<file path="config.mk">
export PLATFORM = sky130hd
export DESIGN_NAME = psab_slot
export DESIGN_NICKNAME = d
export VERILOG_FILES = /design/src/sv/psab_pkg.sv /design/src/sv/psab_slot.sv
export SDC_FILE = /design/constraint.sdc
export NUM_CORES = 1
export LEC_CHECK = 0
export ABC_AREA = 1
export BUFFER_PORTS_ARGS = -buffer_cell sky130_fd_sc_hd__buf_2
export CORE_ASPECT_RATIO = 0.5
export CORE_MARGIN = 10
export CORE_UTILIZATION = 64
export DETAILED_ROUTE_END_ITERATION = 7
export PLACE_DENSITY = 0.83
export SLEW_MARGIN = 20
export SYNTH_ARGS = -nofsm -noshare
export SYNTH_HDL_FRONTEND = slang
export SYNTH_SLANG_ARGS = --single-unit
export TNS_END_PERCENT = 20
</file>
<file path="constraint.sdc">
create_clock -name clk_i -period 6 [get_ports clk_i]
set_input_delay 0.6 -clock clk_i [delete_from_list [all_inputs] [get_ports clk_i]]
set_output_delay 0.6 -clock clk_i [all_outputs]
set_load 0.005 [all_outputs]
</file>
<file path="src/sv/psab_pkg.sv">
// Shared types and constants for the priority slot allocator with linear backoff.
// Used by psab_slot and priority_server_allocator_backoff; no dependencies.
`default_nettype none
package psab_pkg;

  localparam int unsigned AgentW   = 32;
  localparam int unsigned CountW   = 16;
  localparam int unsigned PenaltyW = 24;
  localparam int unsigned StepW    = 8;
  localparam int unsigned MaskW    = 16;
  localparam int unsigned IdxW     = 4;
  localparam int unsigned ModeW    = 3;
  localparam int unsigned CfgIdxW  = 8;

  localparam logic [AgentW-1:0] NO_OWNER = '1;

  localparam logic [ModeW-1:0] MODE_ACQUIRE      = 3'd0;
  localparam logic [ModeW-1:0] MODE_RELEASE      = 3'd1;
  localparam logic [ModeW-1:0] MODE_FAIL         = 3'd2;
  localparam logic [ModeW-1:0] MODE_FAIL_ACQUIRE = 3'd3;
  localparam logic [ModeW-1:0] MODE_TICK         = 3'd4;
  localparam logic [ModeW-1:0] MODE_LOOKUP       = 3'd5;

  localparam logic [CfgIdxW-1:0] REG_PRESENT_MASK = 8'd0;
  localparam logic [CfgIdxW-1:0] REG_BACKOFF_STEP = 8'd1;

  localparam logic [StepW-1:0] BACKOFF_RESET = 8'd15;

  typedef struct packed {
    logic do_free;
    logic penalize;
    logic tick;
  } slot_cmd_t;

  typedef struct packed {
    logic owned;
    logic grantable;
    logic avail;
  } slot_stat_t;

endpackage
`default_nettype wire

</file>
<file path="src/sv/psab_slot.sv">
// One allocator slot: owner id, error count and penalty countdown.
// Depends on psab_pkg.
`default_nettype none
module psab_slot
  import psab_pkg::*;
(
  input  wire logic              clk_i,
  input  wire logic              rst_ni,
  input  wire logic              present_i,
  input  wire logic [AgentW-1:0] agent_i,
  input  wire logic [StepW-1:0]  step_i,
  input  wire slot_cmd_t         cmd_i,
  input  wire logic              grant_i,
  output slot_stat_t             stat_o
);

  logic [AgentW-1:0]   owner_q, owner_d;
  logic [CountW-1:0]   cnt_q, cnt_d;
  logic [PenaltyW-1:0] pen_q, pen_d;
  logic [PenaltyW-1:0] prod;
  logic                owned, freed, pen_zero_next;

  assign owned = present_i && (agent_i != NO_OWNER) && (owner_q == agent_i);
  assign freed = cmd_i.do_free && owned;
  assign prod  = {{(PenaltyW-CountW){1'b0}}, cnt_q} * {{(PenaltyW-StepW){1'b0}}, step_i};

  always_comb begin
    if (freed && cmd_i.penalize) begin
      pen_zero_next = (cnt_q == '0) || (step_i == '0);
    end else if (cmd_i.tick) begin
      pen_zero_next = (pen_q <= PenaltyW'(1));
    end else begin
      pen_zero_next = (pen_q == '0);
    end
  end

  assign stat_o.owned     = owned;
  assign stat_o.grantable = present_i && ((owner_q == NO_OWNER) || freed) && pen_zero_next;
  assign stat_o.avail     = present_i && pen_zero_next;

  always_comb begin
    owner_d = owner_q;
    cnt_d   = cnt_q;
    pen_d   = pen_q;
    if (grant_i) begin
      owner_d = agent_i;
    end else if (freed) begin
      owner_d = NO_OWNER;
    end
    if (freed && cmd_i.penalize) begin
      pen_d = prod;
      if (cnt_q != '1) begin
        cnt_d = cnt_q + CountW'(1);
      end
    end else if (cmd_i.tick && (pen_q != '0)) begin
      pen_d = pen_q - PenaltyW'(1);
    end
  end

  always_ff @(posedge clk_i or negedge rst_ni) begin
    if (!rst_ni) begin
      owner_q <= NO_OWNER;
      cnt_q   <= '0;
      pen_q   <= '0;
    end else begin
      owner_q <= owner_d;
      cnt_q   <= cnt_d;
      pen_q   <= pen_d;
    end
  end

endmodule
`default_nettype wire

</file>
==> impl_results.md, run 1 <==
- Status: finished clean
- Design area: around 0.011 sq mm
- Max Cap Violations: 0
- H-Tree Depth: 3
- TritonRoute pass-1 iters: 5
- Cts bufs inserted: 9
- Nets: approximately 1,800
- CTS tree: built
- Largest net degree at the start of global routing: 73
- Routed wire length per instance: roughly 15 um
- Final Hold Slack: 479 ps
- WHS Endpoint: pen_q[1]
- Worst min path class: reg -> reg
- PortBufs: about 50
- Final worst path period share: 76.9%
- Global Route Usage Sum: 25.3%
- Synth Net Count: 1,772
- Final hold violations: 0
- Worst EP required: 6280 ps
- GR Overflow Total: 0
- Max_slew headroom: 36.9%
- Setup TNS: 0 ps
- Worst skew pair latency: about 340 ps
- Final Skew: 9.22 ps
- Wire length on met1: 11.8 mm
- Pleak: around 7 nW
- Antenna cells: 0
- Setup repair after global routing missed its margin: false
- Cells on worst reg2reg path: 20
- Number of distinct library cells after synthesis: 41
- Root Buffer: clkbuf_16
- Top layer in use: met4
- Most frequent cells in the layout: nand2_1, inv_1, nor2_1
- # DRC: 0
- Crit Reg-Reg Startpoint: cnt_q[2]
- CP arrival: roughly 5000 ps
- Starting Density: roughly two thirds
- Metal2 WL: approximately 13 mm
- First-pass GRT wire length: around 46 mm
- Fmax: approximately 0.22 GHz
- Vias: 9,724
- Power, Total: approximately 1.7 mW
- Synth Cell Area: 0.0104 sq mm
- Register area share after synthesis: 17.7%
- Die Footprint: 0.0221 sq mm
- Flops & latches, synth: just over 70
- Layout cells sized above 1: 10.2%
- Clock Path Buffers: 2
- Worst setup EP type: flop
- Post-layout minimum cycle time: approximately 4600 ps
- Synth area leaders: nand2_1, fa_1, inv_1, dfrtp_1, dfstp_2
- R2r setup slk: about 1400 ps
- Num ports: 50
- HP Start: pen_q[1]
- Kind of critical path: reg -> reg
- Syn avg cell area: around 6.5 sq um
- Vias per cell: between 5 and 6
- Share of the synthesized area in the top cell type: roughly a fifth
- Area Growth Syn to Fin: 5.94%
- CTS clk-pin slew, worst paths: approximately 60 ps
- Iteration-0 DRC Markers: a little over 800
- WHS Path Cells: 2
- Routed WL: ~27 mm
- Post-CTS Setup Repair Bufs: 0
- Core area: 0.0157 sq mm
- Routed Antenna Nets: 0
- Startpoint types: flop
- Slew @ Worst Pin: 946 ps
- Post-Syn Instances: ~1,600
- Number of gates resized after cts: 0
- Sink Count: 72
- Peak supply drop: between 0.1 and 0.15 mV
- Number of global-route vias before repair: approximately 10,000
- Crit-path max FO: 13
- Die Width: 200 um
- P per Cell Area: 156 mW/mm^2
- Row cnt: 32
- Dpl cell area: roughly 0.011 sq mm
- Antenna violations before repair: 0
- CTS hold repair buffers: 0
- Most common cell after layout, fill and taps aside: nand2_1
- Reg2reg end: pen_q[17]
- Global placement routability congestion: 0.952
- Final-report setup violation count: 0
- Ys Warns: 0
- Post-synth top area cell: nand2_1
- Die Ht: between 100 and 150 um
- Met3 routed WL: between 2 and 2.5 mm
- Dpl hpwl: roughly 22 mm
- Slew Viols, Final: 0
-- routing by layer --
metal / GRT usage, % / vias to the layer above
li1: - / 4759
met1: 31.8 / 4539
met2: 45.3 / 369
met3: 3.79 / 57
met4: 7.25 / 0
met5: 0 / -
-- state kept, by name, summed over array words and instances, names as in the netlist --
name and flops:
cnt_q 16, owner_q 32, pen_q 24
-- per-stage QoR --
stage,worst slack (ps),instances,utilization (%)
global placement,1210,1814,68.2
detailed placement,1160,1814,68.2
finish,1380,1830,70.4
global route,1030,1830,70.4
floorplan,1290,1593,-
CTS,1420,1830,70.4
-- report_power, final --
part	internal [mW]	leakage (nW)	total (mW)	switching, mW
combinational	0.167	5.88	0.474	0.308
clock	0.395	0.172	0.606	0.211
sequential	0.567	0.834	0.635	0.0680
total	1.13	6.89	1.71	0.586
-- worst max-delay path, cell delays in order (launching register included) --
cell	delay, ps
dfrtp_1	640
nand2_1	150
fa_1	520
fa_1	540
inv_1	60
fa_1	530
inv_1	50
fa_1	530
inv_1	40
ha_1	350
nand2_1	140
inv_1	60
nand2_1	70
nand2_1	70
o21ai_0	230
nand2_1	110
xor2_1	180
nand3_1	100
nand2_1	80
nand2_1	50
inv_1	50
-- synth_stat cells (all sizes together) --
cell type and instances:
nand2 532, xnor2 12, clkbuf 30, nand4 28
dfstp 32, dfrtp 40, o21bai 5, ha 48
and2 6, nor4 13, or4 1, fa 84
buf 20, nor3 14, nand3 67, xor2 39
inv 381, nor2 135, a22oi 29, a21oi 30
o21ai 33, or2 2, a21o 3, nand3b 8
nor2b 1
-- cell type report --
type                       count  area [sq um]
fill                        1392          4640
clock inverter                 3          41.3
tap                          221           277
clock buffer                  13           303
timing repair buffer          50           253
sequential                    72          1840
multi-input combinational   1090          6870
inverter                     381          1430
-- worst max path at each step --
stage | startpoint | endpoint | slack [ps] | cells after the start
after floorplan | step_i[5] | pen_q[21] | 1290 | 25
after detailed placement | step_i[5] | pen_q[20] | 1160 | 24
after global routing | cnt_q[2] | pen_q[23] | 1030 | 21
after global placement | step_i[5] | pen_q[18] | 1210 | 21
after CTS | cnt_q[2] | pen_q[20] | 1420 | 23
final | cnt_q[2] | pen_q[17] | 1380 | 20
-- cells by family (layout without fill, tap and decap cells) --
kind of cell | after synthesis | after routing | synth area share (%)
adders and majority gates | 132 | 132 | 21.9
buffers and inverters | 431 | 447 | 16.2
AOI/OAI and AO/OA | 100 | 100 | 6.99
and+or+nand+nor | 807 | 807 | 32.8
xor gates and xnor gates | 51 | 51 | 4.37
DFF | 72 | 72 | 17.7
Note: power is estimated with default switching activity, not from simulation.
==> inputs of run 2 (changes only) <==
--- a/config.mk
+++ b/config.mk
@@ -5,13 +5,13 @@
 export SDC_FILE = /design/constraint.sdc
 export NUM_CORES = 1
 export LEC_CHECK = 0
-export ABC_AREA = 1
+export ABC_AREA = 0
 export BUFFER_PORTS_ARGS = -buffer_cell sky130_fd_sc_hd__buf_2
 export CORE_ASPECT_RATIO = 0.5
 export CORE_MARGIN = 10
-export CORE_UTILIZATION = 64
+export CORE_UTILIZATION = 57
 export DETAILED_ROUTE_END_ITERATION = 7
-export PLACE_DENSITY = 0.83
+export PLACE_DENSITY = 0.78
 export SLEW_MARGIN = 20
 export SYNTH_ARGS = -nofsm -noshare
 export SYNTH_HDL_FRONTEND = slang
==> constraint.sdc (replaced) <==
create_clock -name clk_i -period 4.2 [get_ports clk_i]
set_input_delay 0.42 -clock clk_i [delete_from_list [all_inputs] [get_ports clk_i]]
set_output_delay 0.42 -clock clk_i [all_outputs]
set_load 0.005 [all_outputs]
==> impl_results.md, run 2 <==
- Status: finished, violations left
- Failing checks: negative setup slack
- Final hold violations: 0
- Syn avg cell area: 8.73 sq um
- Dpl hpwl: 16.3 mm
- Global Route Usage Sum: between 20 and 25%
- CTS clk-pin slew, worst paths: approximately 60 ps
- Final worst setup slack: -473 ps
- Routed WL: around 22 mm
- Final-report setup violation count: 13
- P per Cell Area: 229 mW/mm^2
- Post-Syn Instances: approximately 940
- Num ports: 50
- Largest register by flop count: owner_q
- Critical path's slowest cell: fa_1
- Max_slew headroom: between 30% and 40%
- Most frequent cells in the layout: inv_1, and2_1, buf_4
- Worst skew pair latency: 350 ps
- Global placement routability congestion: 0.908
- First-pass GRT wire length: 36.1 mm
- Kind of critical path: reg -> reg
- Routed Antenna Nets: 0
- Worst EP required: ~4400 ps
- Fmax: around 0.21 GHz
- Area Growth Syn to Fin: 19.9%
- CP top delay family: adder cells
- Number of global-route vias before repair: 7,377
- Slew @ Worst Pin: 924 ps
- TritonRoute pass-1 iters: 5
- Slew Viols, Final: 0
- Vias: 6,958
- Synth area leaders: fa_1, dfrtp_1, dfstp_2, and2_1, ha_1
- Critical Path, Cell by Cell: buf_6 > and2_4 > fa_1 > fa_1 > fa_1 > inv_2 > fa_1 > inv_2 > ha_4 > and2_4 > o2111ai_2 > a31o_2 > buf_4 > buf_4 > a31oi_1 > nor2_1 > xor2_1 > mux2i_1
- Crit-path max FO: 5
- Flops & latches, synth: about 70
- Setup repair after global routing missed its margin: true
- Worst setup EP type: flop
- Post-route insts no fill: ~1,200
- Ys Warns: 0
- Worst min path class: in -> async
- Final worst path period share: 111%
- Max FFs per register: 32
- # DRC: 0
- Number of distinct library cells after synthesis: 53
- Clock Path Buffers: 2
- PortBufs: approximately 50
- CTS tree: built
- Vias per cell: roughly 5.6
- Most common cell after layout, fill and taps aside: inv_1
- Setup TNS: -3510 ps
- Post-layout minimum cycle time: between 4000 and 5000 ps
- Sink Count: 72
- Die Ht: 105 um
- Max incr delay on CP: around 560 ps
- Largest net degree at the start of global routing: 65
- Register area share after synthesis: 22.5%
- Nets: 1,227
- Post-synth EDFFs: 0
- Die Footprint: 0.0198 sq mm
- Peak supply drop: 0.173 mV
- Starting Density: 59.3%
- Layout cells sized above 1: between 20% and 30%
- GR Overflow Total: 0
- Largest registers: owner_q: 32 flops, pen_q: 24 flops, cnt_q: 16 flops
- Most frequent CP cell: fa_1
- Pleak: around 4.7 nW
- CP bufs+invs: 5
- Top-count cell post-synth: and2_1
- Share of the synthesized area in the top cell type: about a fifth
- Inst Count DP: approximately 1,200
- Core area: roughly 0.014 sq mm
- Max Cap Violations: 0
- Die Width: between 150 and 200 um
- Iteration-0 DRC Markers: 443
- Ys flop type: dfrtp_1
- Root Buffer: clkbuf_16
- Post-synth top area cell: fa_1
- CP arrival: a little under 5000 ps
- Synth Cell Area: 0.00817 sq mm
- Routed wire length per instance: roughly 18 um
- Cts bufs inserted: 9
- Row cnt: 30
- H-Tree Depth: 3
- Final Skew: ~8.9 ps
- Antenna violations before repair: 0
- Synth Net Count: roughly 1,100
- Ys async rst share: 100%
- Startpoint types: flop
- CTS hold repair buffers: 0
- Synth cell count leaders: and2_1, inv_1, nand2_1, fa_1, nor2_1
-- run 2: cell types whose count changed after synthesis, moves of 14 or more --
cell     change
nand3_1     -55
o21ai_0     +18
nand2_1    -440
inv_1      -259
inv_2       -14
and2_1     +104
a22oi_2     -26
xnor2_1     +31
nor2_1      -49
-- run 2: kinds of logic after synthesis --
family                     count (synthesis)  share of synthesized area [%]
muxes                                      7                          0.919
and+or+nand+nor                          380                           24.6
AOI/OAI and AO/OA                        112                           8.06
buffers and inverters                    150                           7.01
adders and majority gates                132                           27.9
DFF                                       72                           22.5
xor gates and xnor gates                  83                           8.90
-- run 2: path summary, 6_finish.rpt --
path | to | startpoint | slack (ps) | depth (start not counted)
max in group asynchronous | owner_q[0] | rst_ni | 3020 | 2
setup / recovery | pen_q[17] | cnt_q[6] | -470 | 18
hold / removal | pen_q[2] | rst_ni | 180 | 1
min in group clk_i | owner_q[4] | agent_i[4] | 310 | 3
setup reg to reg | pen_q[17] | cnt_q[6] | -470 | 18
hold reg to reg | owner_q[26] | owner_q[26] | 540 | 2
-- run 2: timing repair --
item	CTS	global route
pin swaps	19	34
endpoints found under the setup margin	14	15
resized for setup	26	32
setup buffers	9	4
-- run 2: layer usage --
metal | wire (um) | share of wire, % | up-vias | GRT usage [%]
li1 | - | - | 3253 | -
met1 | 9900 | 45 | 3389 | 28.6
met2 | 9990 | 45 | 271 | 35.3
met3 | 1770 | 8.0 | 45 | 5.28
met4 | 467 | 2.1 | 0 | 7.04
met5 | 0 | 0 | - | 0
-- run 2: report_power, final --
| group | internal, mW | switching (mW) | total (mW) |
|---|---|---|---|
| registers | 0.816 | 0.0952 | 0.911 |
| logic | 0.222 | 0.269 | 0.492 |
| clock network | 0.516 | 0.320 | 0.836 |
-- run 2: per-stage QoR --
step / hold WS (ps) / utilization, % / power (mW) / setup WS [ps] / instance area (sq um)
global placement: 524 / 66.7 / 1.37 / -477 / 9190
floorplan: 124 / - / 1.23 / -252 / 8300
CTS: 192 / 70.3 / 2.24 / -356 / 9680
finish: 177 / 71.1 / 2.24 / -473 / 9790
detailed placement: 535 / 66.7 / 1.39 / -592 / 9190
global route: 236 / 71.1 / 2.35 / -551 / 9790
-- run 2: cell type report --
cell class                      count  area [sq um]
Clock buffer                       11           264
Tap cell                          192           240
Multi-Input combinational cell    714          6000
Inverter                          108           405
Timing Repair Buffer              143           966
Antenna cell                        1          2.50
Fill cell                        1022          3980
Clock inverter                      5          58.8
Sequential cell                    72          1850
==> inputs of run 3 (changes only) <==
--- a/config.mk
+++ b/config.mk
@@ -9,9 +9,10 @@
 export BUFFER_PORTS_ARGS = -buffer_cell sky130_fd_sc_hd__buf_2
 export CORE_ASPECT_RATIO = 0.5
 export CORE_MARGIN = 10
-export CORE_UTILIZATION = 57
+export CORE_UTILIZATION = 58
+export CTS_BUF_LIST = sky130_fd_sc_hd__clkbuf_8
 export DETAILED_ROUTE_END_ITERATION = 7
-export PLACE_DENSITY = 0.78
+export PLACE_DENSITY = 0.8
 export SLEW_MARGIN = 20
 export SYNTH_ARGS = -nofsm -noshare
 export SYNTH_HDL_FRONTEND = slang
==> impl_results.md, run 3 (synthesized netlist as in run 2, its figures left out) <==
- Largest net degree at the start of global routing: 65
- Worst skew pair latency: around 370 ps
- Status: finished, violations left
- Worst EP required: 4480 ps
- Most frequent CP cell: fa_1
- Dpl cell area: ~0.009 sq mm
- Num ports: 50
- Post-route insts no fill: ~1,200
- CP endpoint: pen_q[23]
- Peak supply drop: between 0.15 and 0.2 mV
- Max_slew headroom: between 30% and 40%
- Iteration-0 DRC Markers: just over 500
- Layout cells sized above 1: 23.6%
- PortBufs: 49
- CP top delay family: adder cells
- Metal2 WL: 10.2 mm
- Reg2reg end: pen_q[23]
- CP bufs+invs: 2
- Cells on worst reg2reg path: 15
- Pleak: roughly 4.7 nW
- Kind of critical path: reg -> reg
- Post-layout minimum cycle time: 4630 ps
- Nets: between 1,000 and 1,500
- Antenna violations before repair: 0
- Met3 routed WL: just over 2 mm
- P per Cell Area: 207 mW/mm^2
- Final Util: a little over two thirds
- Max incr delay on CP: approximately 570 ps
- Crit Reg-Reg Startpoint: cnt_q[7]
- Fmax: ~0.22 GHz
- CTS tree: built
- Routed Antenna Nets: 0
- # fillers: around 1,000
- Max Cap Violations: 0
- Most common cell after layout, fill and taps aside: inv_1
- Final hold violations: 0
- Top layer in use: met4
- Most frequent cells in the layout: inv_1, and2_1, buf_4
- Worst setup EP type: flop
- Global placement routability congestion: 0.910
- Root Buffer: clkbuf_8
- R2r setup slk: -430 ps
- Largest registers: owner_q: 32 flops, pen_q: 24 flops, cnt_q: 16 flops
- Routed WL: 22.1 mm
- Area Growth Syn to Fin: 17.4%
- TritonRoute pass-1 iters: 5
- Startpoint types: flop
- Final Skew: between 10 and 15 ps
- CTS clk-pin slew, worst paths: ~80 ps
- GR Overflow Total: 0
- Final worst path period share: 110%
- Setup repair after global routing missed its margin: true
- Die Ht: slightly above 100 um
- Design area: approximately 0.0096 sq mm
- Core area: about 0.014 sq mm
- Clock Path Buffers: 2
- Dpl hpwl: 16.7 mm
- Wire length on met1: a little over 9 mm
- Die Width: roughly 190 um
- Crit-path max FO: 5
- Critical Path, Cell by Cell: and2_4 > fa_1 > fa_1 > fa_1 > inv_2 > fa_1 > inv_2 > ha_4 > o21a_1 > o2111ai_2 > a31o_2 > nand4_1 > and3b_1 > or4_1 > a31oi_1
- Routed wire length per instance: approximately 18 um
- Worst min path class: in -> async
- Die Footprint: 0.0195 sq mm
- Vias: ~7,000
- Row cnt: 30
- Final-report setup violation count: 12
- Levels on crit path: 15
- Crit path from: cnt_q[7]
- Post-Place Worst Slack: -549 ps
- Failing checks: negative setup slack
- H-Tree Depth: 3
- Inst Count DP: 1,219
- CP arrival: 4910 ps
- Cts bufs inserted: 9
- Sink Count: 72
- Largest register by flop count: owner_q
- Global Route Usage Sum: between 20% and 30%
- # DRC: 0
- Max FFs per register: 32
- First-pass GRT wire length: ~36 mm
- Critical path's slowest cell: fa_1
- Slew Viols, Final: 0
- Final worst setup slack: -433 ps
- Number of global-route vias before repair: around 7,400
- Vias per cell: between 5 and 6
- Starting Density: ~60%
- Slew @ Worst Pin: 906 ps
-- run 3: cell types whose count changed in the layout (fill, tap and decap cells not counted), moves of 3 or more --
cell       delta
clkbuf_16    -10
clkbuf_8      +9
and2_1        +7
and2_4        -7
inv_1         +4
buf_6         -3
ha_1          +3
ha_4          -3
inv_2         -3
-- run 3: worst reg2reg max path: cells and delay by family (launching register included) --
family / cells / cell delay (ps)
compound gates: 4 / 700
fa+ha+maj: 5 / 2320
buf+inv: 2 / 110
flops: 1 / 460
simple gates: 4 / 950
-- run 3: cell type report --
type,instances,area (sq um),share of cell area (%)
well taps,192,240,2.50
inverters,108,405,4.23
diodes,1,2.50,0.0261
clock inverters,6,58.8,0.613
multi-input cells,714,5960,62.1
repair buffers,140,932,9.72
flip-flops and latches,72,1850,19.3
clock buffers,10,138,1.44
-- run 3: worst min-delay path by stage --
stage / endpoint / slack, ps / depth (start not counted)
3_5_place_dp: owner_q[25] / 540 / 2
3_3_place_gp: cnt_q[15] / 510 / 1
2_1_floorplan: cnt_q[0] / 120 / 0
4_1_cts: pen_q[2] / 170 / 1
6_report: pen_q[2] / 150 / 1
5_1_grt: pen_q[2] / 220 / 1
-- run 3: metrics by stage --
stage	total power [mW]	hold WS [ps]	setup TNS, ps
after detailed placement	1.40	535	-4660
after global routing	2.08	221	-4750
after CTS	1.96	169	-1990
after global placement	1.37	512	-3550
final	1.98	152	-2990
after floorplan	1.23	124	-525
-- run 3: layer usage --
layer	vias up	global-route usage [%]
li1	3250	-
met1	3527	28.4
met2	336	36.4
met3	40	5.29
met4	0	5.68
met5	-	0
-- run 3: power breakdown --
| group | switching [mW] | internal [mW] |
|---|---|---|
| combinational | 0.271 | 0.221 |
| clock | 0.286 | 0.289 |
| sequential | 0.100 | 0.814 |
| total | 0.657 | 1.32 |
-- run 3: timing repair --
action                     4_1_cts  5_1_grt
hold buffers                     0        0
pin swaps                        8       16
gates resized for setup         23       20
setup endpoints to repair       13       14
setup buffers                    4        3
